$ cat config.mk
export PLATFORM = sky130hd
export DESIGN_NAME = button_set_countdown_timer_flat
export DESIGN_NICKNAME = d
export VERILOG_FILES = /design/src/hdl/bsct_pkg.sv /design/src/hdl/bsct_if.sv /design/src/hdl/button_set_countdown_timer.sv /design/src/hdl/bsct_step.sv /design/src/flat_wrapper.sv
export SDC_FILE = /design/constraint.sdc
export NUM_CORES = 1
export LEC_CHECK = 0
export BUFFER_PORTS_ARGS = -buffer_cell sky130_fd_sc_hd__buf_2
export CAP_MARGIN = 20
export CORE_MARGIN = 10
export CORE_UTILIZATION = 33
export CTS_CLUSTER_DIAMETER = 200
export CTS_CLUSTER_SIZE = 16
export DETAILED_ROUTE_END_ITERATION = 16
export SETUP_SLACK_MARGIN = 0.15
export SYNTH_ARGS = -nofsm -noshare
export SYNTH_HDL_FRONTEND = slang
export SYNTH_SLANG_ARGS = --single-unit
$ cat constraint.sdc
create_clock -name i_clk -period 10 [get_ports i_clk]
set_clock_uncertainty 0.05 [all_clocks]
set_input_delay 0 -clock i_clk [delete_from_list [all_inputs] [get_ports i_clk]]
set_output_delay 0 -clock i_clk [all_outputs]
set_load 0.03 [all_outputs]
$ cat src/hdl/bsct_pkg.sv
// package for the button-set countdown timer
// types, register indexes and limits shared by the interfaces and modules
// no dependencies
package bsct_pkg;

    localparam int unsigned MIN_W     = 6;
    localparam int unsigned SEC_W     = 6;
    localparam int unsigned HOLD_W    = 4;
    localparam int unsigned CFG_IDX_W = 1;
    localparam int unsigned CFG_DAT_W = 6;

    localparam logic [SEC_W-1:0]  SEC_TOP  = 6'd59;
    localparam logic [MIN_W-1:0]  MIN_TOP  = 6'd59;
    localparam logic [HOLD_W-1:0] HOLD_TOP = 4'd15;

    localparam logic [HOLD_W-1:0] LONG_PRESS_RST  = 4'd3;
    localparam logic [MIN_W-1:0]  MAX_MINUTES_RST = 6'd59;

    localparam logic [CFG_IDX_W-1:0] REG_LONG_PRESS  = 1'd0;
    localparam logic [CFG_IDX_W-1:0] REG_MAX_MINUTES = 1'd1;

    typedef struct packed {
        logic button_one;
        logic button_two;
        logic button_three;
    } t_buttons;

    typedef struct packed {
        logic [HOLD_W-1:0] long_press_ticks;
        logic [MIN_W-1:0]  max_minutes;
    } t_cfg;

    typedef struct packed {
        logic [MIN_W-1:0]  minute_count;
        logic [SEC_W-1:0]  second_count;
        logic              run_flag;
        logic              led_state;
        logic [HOLD_W-1:0] hold_ticks;
        logic              hold_seen;
    } t_state;

    typedef struct packed {
        logic [MIN_W-1:0] minutes_left;
        logic [SEC_W-1:0] seconds_left;
        logic             running;
        logic             led_level;
        logic             alarm_pulse;
        logic             display_changed;
    } t_result;

endpackage

$ cat src/hdl/bsct_if.sv
// valid/ready channel interfaces for the countdown timer
// button item in, display/status item out; depends on bsct_pkg
interface bsct_in_if;
    logic valid;
    logic ready;
    logic button_one;
    logic button_two;
    logic button_three;

    modport source (output valid, output button_one, output button_two,
                    output button_three, input ready);
    modport sink   (input valid, input button_one, input button_two,
                    input button_three, output ready);
endinterface

interface bsct_out_if;
    logic                       valid;
    logic                       ready;
    logic [bsct_pkg::MIN_W-1:0] minutes_left;
    logic [bsct_pkg::SEC_W-1:0] seconds_left;
    logic                       running;
    logic                       led_level;
    logic                       alarm_pulse;
    logic                       display_changed;

    modport source (output valid, output minutes_left, output seconds_left,
                    output running, output led_level, output alarm_pulse,
                    output display_changed, input ready);
    modport sink   (input valid, input minutes_left, input seconds_left,
                    input running, input led_level, input alarm_pulse,
                    input display_changed, output ready);
endinterface

$ cat src/hdl/button_set_countdown_timer.sv
// top level of the button-set countdown timer
// config registers, timer state and result register; uses bsct_step,
// bsct_in_if, bsct_out_if and bsct_pkg
//
//   port         dir   kind          carries
//   i_item       in    valid/ready   one tick item: three button levels
//   o_item       out   valid/ready   time, run, led, alarm, changed flags
//   i_cfg_*      in    write port    long_press_ticks (0), max_minutes (1)
//
// one item per cycle while the result register is empty or being taken: the
// state update is one combinational pass from the state registers into the result register, written at accept.
// the result is valid in the cycle after accept.
// i_item.ready is high while the result register is empty or being taken.
// synchronous active-low reset clears state and the result valid and loads the config reset values.
module button_set_countdown_timer (
    input  logic                           i_clk,
    input  logic                           i_rst_n,
    bsct_in_if.sink                        i_item,
    bsct_out_if.source                     o_item,
    input  logic                           i_cfg_we,
    input  logic [bsct_pkg::CFG_IDX_W-1:0] i_cfg_index,
    input  logic [bsct_pkg::CFG_DAT_W-1:0] i_cfg_data
);
    import bsct_pkg::*;

    t_cfg     r_cfg;
    t_state   r_state;
    t_state   n_state;
    t_result  r_result;
    t_result  n_result;
    t_buttons buttons;
    logic     r_out_valid;
    logic     accept;

    assign buttons.button_one   = i_item.button_one;
    assign buttons.button_two   = i_item.button_two;
    assign buttons.button_three = i_item.button_three;

    assign i_item.ready = ~r_out_valid | o_item.ready;
    assign accept       = i_item.valid & i_item.ready;

    bsct_step u_step (
        .i_buttons (buttons),
        .i_cfg     (r_cfg),
        .i_state   (r_state),
        .o_state   (n_state),
        .o_result  (n_result)
    );

    always_ff @(posedge i_clk) begin
        if (!i_rst_n) begin
            r_cfg.long_press_ticks <= LONG_PRESS_RST;
            r_cfg.max_minutes      <= MAX_MINUTES_RST;
        end else if (i_cfg_we) begin
            case (i_cfg_index)
                REG_LONG_PRESS:  r_cfg.long_press_ticks <= i_cfg_data[HOLD_W-1:0];
                REG_MAX_MINUTES: r_cfg.max_minutes      <= i_cfg_data[MIN_W-1:0];
                default: ;
            endcase
        end
    end

    always_ff @(posedge i_clk) begin
        if (!i_rst_n) begin
            r_state     <= '0;
            r_out_valid <= 1'b0;
        end else begin
            if (accept) begin
                r_state     <= n_state;
                r_out_valid <= 1'b1;
            end else if (o_item.ready) begin
                r_out_valid <= 1'b0;
            end
        end
    end

    always_ff @(posedge i_clk) begin
        if (accept) begin
            r_result <= n_result;
        end
    end

    assign o_item.valid           = r_out_valid;
    assign o_item.minutes_left    = r_result.minutes_left;
    assign o_item.seconds_left    = r_result.seconds_left;
    assign o_item.running         = r_result.running;
    assign o_item.led_level       = r_result.led_level;
    assign o_item.alarm_pulse     = r_result.alarm_pulse;
    assign o_item.display_changed = r_result.display_changed;

endmodule

$ cat src/hdl/bsct_step.sv
// one-tick update of the countdown timer state
// purely combinational: buttons, config and state in, next state and result out
// depends on bsct_pkg
module bsct_step (
    input  bsct_pkg::t_buttons i_buttons,
    input  bsct_pkg::t_cfg     i_cfg,
    input  bsct_pkg::t_state   i_state,
    output bsct_pkg::t_state   o_state,
    output bsct_pkg::t_result  o_result
);
    import bsct_pkg::*;

    logic             only1;
    logic             only2;
    logic             only3;
    logic             none;
    logic             released;
    logic             alarm;
    logic             changed;
    logic [MIN_W-1:0] limit;
    t_state           s;

    assign only1 = i_buttons.button_one & ~i_buttons.button_two & ~i_buttons.button_three;
    assign only2 = i_buttons.button_two & ~i_buttons.button_one & ~i_buttons.button_three;
    assign only3 = i_buttons.button_three & ~i_buttons.button_one & ~i_buttons.button_two;
    assign none  = ~i_buttons.button_one & ~i_buttons.button_two & ~i_buttons.button_three;
    assign limit = (i_cfg.max_minutes > MIN_TOP) ? MIN_TOP : i_cfg.max_minutes;

    always_comb begin
        s        = i_state;
        released = 1'b0;
        alarm    = 1'b0;
        changed  = 1'b0;

        if (only3) begin
            s.hold_seen = 1'b1;
            if (s.hold_ticks < HOLD_TOP) begin
                s.hold_ticks = s.hold_ticks + 4'd1;
            end
        end else if (s.hold_seen) begin
            released = 1'b1;
            if (s.hold_ticks >= i_cfg.long_press_ticks) begin
                s.run_flag     = 1'b0;
                s.minute_count = '0;
                s.second_count = '0;
                changed        = 1'b1;
            end else begin
                s.run_flag = ~s.run_flag;
            end
            s.hold_seen  = 1'b0;
            s.hold_ticks = '0;
        end

        if (only1) begin
            s.run_flag = 1'b0;
            if (s.minute_count < limit) begin
                s.minute_count = s.minute_count + 6'd1;
                changed        = 1'b1;
            end
        end else if (only2) begin
            s.run_flag = 1'b0;
            if (s.second_count < SEC_TOP) begin
                s.second_count = s.second_count + 6'd1;
                changed        = 1'b1;
            end
        end else if (none && !released && s.run_flag) begin
            if (s.minute_count == '0 && s.second_count == '0) begin
                alarm       = 1'b1;
                s.run_flag  = 1'b0;
                s.led_state = 1'b1;
            end else begin
                if (s.second_count == '0) begin
                    s.minute_count = s.minute_count - 6'd1;
                    s.second_count = SEC_TOP;
                end else begin
                    s.second_count = s.second_count - 6'd1;
                end
                changed     = 1'b1;
                s.led_state = ~s.led_state;
            end
        end

        o_state                  = s;
        o_result.minutes_left    = s.minute_count;
        o_result.seconds_left    = s.second_count;
        o_result.running         = s.run_flag;
        o_result.led_level       = s.led_state;
        o_result.alarm_pulse     = alarm;
        o_result.display_changed = changed;
    end

endmodule

$ cat src/flat_wrapper.sv
// flat-port wrapper written by rule: the top's interface ports become plain ports
module button_set_countdown_timer_flat import bsct_pkg::*;
  (i_clk, i_rst_n, i_cfg_we, i_cfg_index, i_cfg_data, i_item_valid, i_item_button_one, i_item_button_two, i_item_button_three, i_item_ready, o_item_valid, o_item_minutes_left, o_item_seconds_left, o_item_running, o_item_led_level, o_item_alarm_pulse, o_item_display_changed, o_item_ready);
  bsct_in_if i_item_i ();
  bsct_out_if o_item_i ();
  input  logic i_clk;
  input  logic i_rst_n;
  input  logic i_cfg_we;
  input  logic [bsct_pkg::CFG_IDX_W-1:0] i_cfg_index;
  input  logic [bsct_pkg::CFG_DAT_W-1:0] i_cfg_data;
  input wire logic [$bits(i_item_i.valid)-1:0] i_item_valid;
  input wire logic [$bits(i_item_i.button_one)-1:0] i_item_button_one;
  input wire logic [$bits(i_item_i.button_two)-1:0] i_item_button_two;
  input wire logic [$bits(i_item_i.button_three)-1:0] i_item_button_three;
  output wire logic [$bits(i_item_i.ready)-1:0] i_item_ready;
  output wire logic [$bits(o_item_i.valid)-1:0] o_item_valid;
  output wire logic [$bits(o_item_i.minutes_left)-1:0] o_item_minutes_left;
  output wire logic [$bits(o_item_i.seconds_left)-1:0] o_item_seconds_left;
  output wire logic [$bits(o_item_i.running)-1:0] o_item_running;
  output wire logic [$bits(o_item_i.led_level)-1:0] o_item_led_level;
  output wire logic [$bits(o_item_i.alarm_pulse)-1:0] o_item_alarm_pulse;
  output wire logic [$bits(o_item_i.display_changed)-1:0] o_item_display_changed;
  input wire logic [$bits(o_item_i.ready)-1:0] o_item_ready;
  assign i_item_i.valid = i_item_valid;
  assign i_item_i.button_one = i_item_button_one;
  assign i_item_i.button_two = i_item_button_two;
  assign i_item_i.button_three = i_item_button_three;
  assign i_item_ready = i_item_i.ready;
  assign o_item_valid = o_item_i.valid;
  assign o_item_minutes_left = o_item_i.minutes_left;
  assign o_item_seconds_left = o_item_i.seconds_left;
  assign o_item_running = o_item_i.running;
  assign o_item_led_level = o_item_i.led_level;
  assign o_item_alarm_pulse = o_item_i.alarm_pulse;
  assign o_item_display_changed = o_item_i.display_changed;
  assign o_item_i.ready = o_item_ready;
  button_set_countdown_timer u_core (.i_clk(i_clk), .i_rst_n(i_rst_n), .i_item(i_item_i), .o_item(o_item_i), .i_cfg_we(i_cfg_we), .i_cfg_index(i_cfg_index), .i_cfg_data(i_cfg_data));
endmodule
==> results.md <==
* Outcome: finished clean
* DR iter-0 viols at 164
* Ant diodes at 0
* Die width at 115 um
* Ports at 33
* Reg area at 1080 um^2
* # fillers at 863
* Latest clock arrival within the worst-skew pair at 0.31 ns
* Number of port buffers at 32
* Endpoint, Worst Hold: u_core.r_cfg[6]
* Syn. warnings at 0
* GRT Overall Usage at 11.3%
* Area occupied by multi-input gates at 1710 um^2
* Initial antenna violation count at 0
* Synth-to-layout area growth at 15.2%
* Global-route wire length before repair at 12.3 mm
* Largest net degree at the start of global routing at 34
* Longest Clk Path Bufs at 2
* Core area at 8720 um^2
* Clk root buf: clkbuf_8
* CP Data Arrival Time at 3.88 ns
* Cell count of the worst reg-to-reg path at 14
* Dominant synthesized flop cell: dfxtp_1
* Synthesized area at 2950 um^2
* R2R Path End: u_core.r_state[15]
* Setup TNS at 0 ns
* Yosys reg bits at 46
* Final setup viols at 0
* Setup Crit Path Kind: reg -> reg
* Pre-Repair DR Iteration Count at 4
* Gr ovfl total at 0
* Worst Hold Depth at 2
* Vias in the first global route at 2550
* Die Ht at 115 um
* EDFF count, synth at 16
* GP Congestion at 0.894
* DR vias/cell at 5.39
* Final min period at 3.72 ns
* Yosys top cell area share at 20.3%
* CTS tree: done
* Critical path fanouts, max at 21
* Fin crit share at 37.2%
* Routed wire length at 7.51 mm
* TritonCTS Buffers at 5
* Post-Synthesis Cells at 351
* Crit end category: register
* Clock Pin Slew Worst Setup and Hold Paths at 0.09 ns
* HPWL Detailed at 5.33 mm
* Post_cts resized at 0
* Wire per inst at 15.2 um
* Antenna Nets Post-Route at 0
* Layout cells sized above 1 at 15.6%
* Max-Cap Viols at 0
* Count leader, synth: nand2_1
* Final slew viol count at 0
* Maximum clock frequency at 269 MHz
* Worst Setup SP: u_core.r_state[1]
* Max_slew headroom at 51.5%
* Mean Syn Cell Area at 8.42 um^2
* Async S/R FF share, synth at 0%
* CTS sink cnt at 46
* NumNets Final at 414
* H-Tree Depth at 2
* Via Count at 2658
* Startpoint Class: register
* Slew at the pin closest to its max-slew limit at 0.726 ns
* Hold Startpoint: i_rst_n
* Commonest cells in the netlist: nand2_1, nor2_1, dfxtp_1
* Pwr per Cell Area at 123 nW/um^2
* Die Footprint at 13100 um^2
* Maximum vdd drop at 0.0000463 V
* Reg2Reg Setup Slack at 6.28 ns
* Worst min-delay path class: in -> reg
* Residual DRC at 0
* Initial Util at 33.9%
* Synth cell types at 67
* Net Count, Synth at 381
* Hold Vio Cnt, Final at 0
* Leakage at 1.38 nW
* RSZ-0062 raised after global routing: false
* Crit path required time at 10.16 ns
* Fin Hold WS at 0.0358 ns
* Sequential share of the synthesized area at 36.6%
* Largest cells by area after synthesis: dfxtp_1, edfxtp_1, ha_1, nand2_1, a21oi_1
* Reg2Reg Launch Point: u_core.r_state[1]
* Power, Total at 418 uW
* Rows at 34
* Area leader, netlist: dfxtp_1
==> metrics by stage <==
| stage | setup WS, ns | util, % | instances | cell area [um^2] |
|---|---|---|---|---|
| 2_1_floorplan | 6.65 | - | 351 | 2950 |
| 3_3_place_gp | 6.34 | 36.2 | 472 | 3160 |
| 3_5_place_dp | 6.28 | 36.2 | 472 | 3160 |
| 4_1_cts | 6.27 | 38.8 | 492 | 3380 |
| 5_1_grt | 5.99 | 39.0 | 493 | 3400 |
| 6_report | 6.28 | 39.0 | 493 | 3400 |
==> how the worst max path moves through the flow <==
stage / slack, ns / depth (start not counted) / end
after CTS: 6.27 / 14 / u_core.r_state[16]
after floorplan: 6.65 / 15 / u_core.r_state[16]
after detailed placement: 6.28 / 14 / u_core.r_state[16]
final: 6.28 / 14 / u_core.r_state[15]
after global placement: 6.34 / 14 / u_core.r_state[15]
after global routing: 5.99 / 14 / u_core.r_state[16]
==> area by class of cell <==
cell class,instances,area share [%]
multi-input combinational,265,50.1
timing repair buffer,45,8.82
sequential,46,31.8
inverter,21,2.32
tap,108,3.97
clock buffer,6,2.76
clock inverter,2,0.294
==> metal layers <==
layer / vias to the layer above / global-route usage, % / part of all wire, %
met5: - / 0 / 0
met4: 0 / 3.59 / 1.1
met3: 6 / 2.52 / 5.7
met2: 67 / 18.4 / 47
met1: 1246 / 14.4 / 46
li1: 1339 / - / -
==> worst max-delay path, cell delays in order (launching register included) <==
cell and delay [ns]:
dfxtp_1 0.42, inv_1 0.07, ha_1 0.28, nor3b_1 0.18, o21a_1 0.32, or2_4 0.33, and2_1 0.23, ha_1 0.26
a21oi_1 0.12, o21ai_0 0.13, nor3_2 0.34, a21o_1 0.27, a31oi_1 0.19, and3_1 0.26, o21a_1 0.17
==> cell families after synthesis <==
kind of cell | after synthesis | share of synthesized area [%]
muxes | 3 | 1.02
xor gates and xnor gates | 11 | 3.26
and+or+nand+nor | 137 | 23.6
adders and majority gates | 15 | 6.35
buffers and inverters | 40 | 5.68
AOI/OAI and AO/OA | 99 | 23.6
DFF | 46 | 36.6
==> registers in the layout, indices dropped and copies added (netlist names) <==
register and count:
u_core.o_item.alarm_pulse 1, u_core.o_item.display_changed 1, u_core.o_item.led_level 1, u_core.o_item.minutes_left 6, u_core.o_item.running 1, u_core.o_item.seconds_left 6, u_core.o_item.valid 1, u_core.r_cfg 10
u_core.r_state 19
==> report_power, final <==
group	internal [mW]	leakage, nW	total, mW	switching, mW
clock network	0.0636	0.0561	0.131	0.0669
registers	0.203	0.406	0.209	0.00568
logic	0.0277	0.920	0.0788	0.0511
total	0.294	1.38	0.418	0.124
==> cells in the final DEF (no fill, tap or decap), types with 10 or more instances in the layout <==
| cell type | instances |
|---|---|
| ha_1 | 15 |
| nor2_1 | 32 |
| dfxtp_1 | 30 |
| o21ai_0 | 16 |
| dlygate4sd3_1 | 12 |
| inv_1 | 19 |
| buf_2 | 32 |
| edfxtp_1 | 16 |
| a21oi_1 | 27 |
| nand2_1 | 46 |
| nand3_1 | 10 |
==> repair_timing <==
| action | in CTS | in global routing |
|---|---|---|
| buffers inserted | 0 | 0 |
| hold endpoints to repair | 11 | 0 |
| hold buffers | 12 | 0 |
Power figures use the tool's default switching activity.
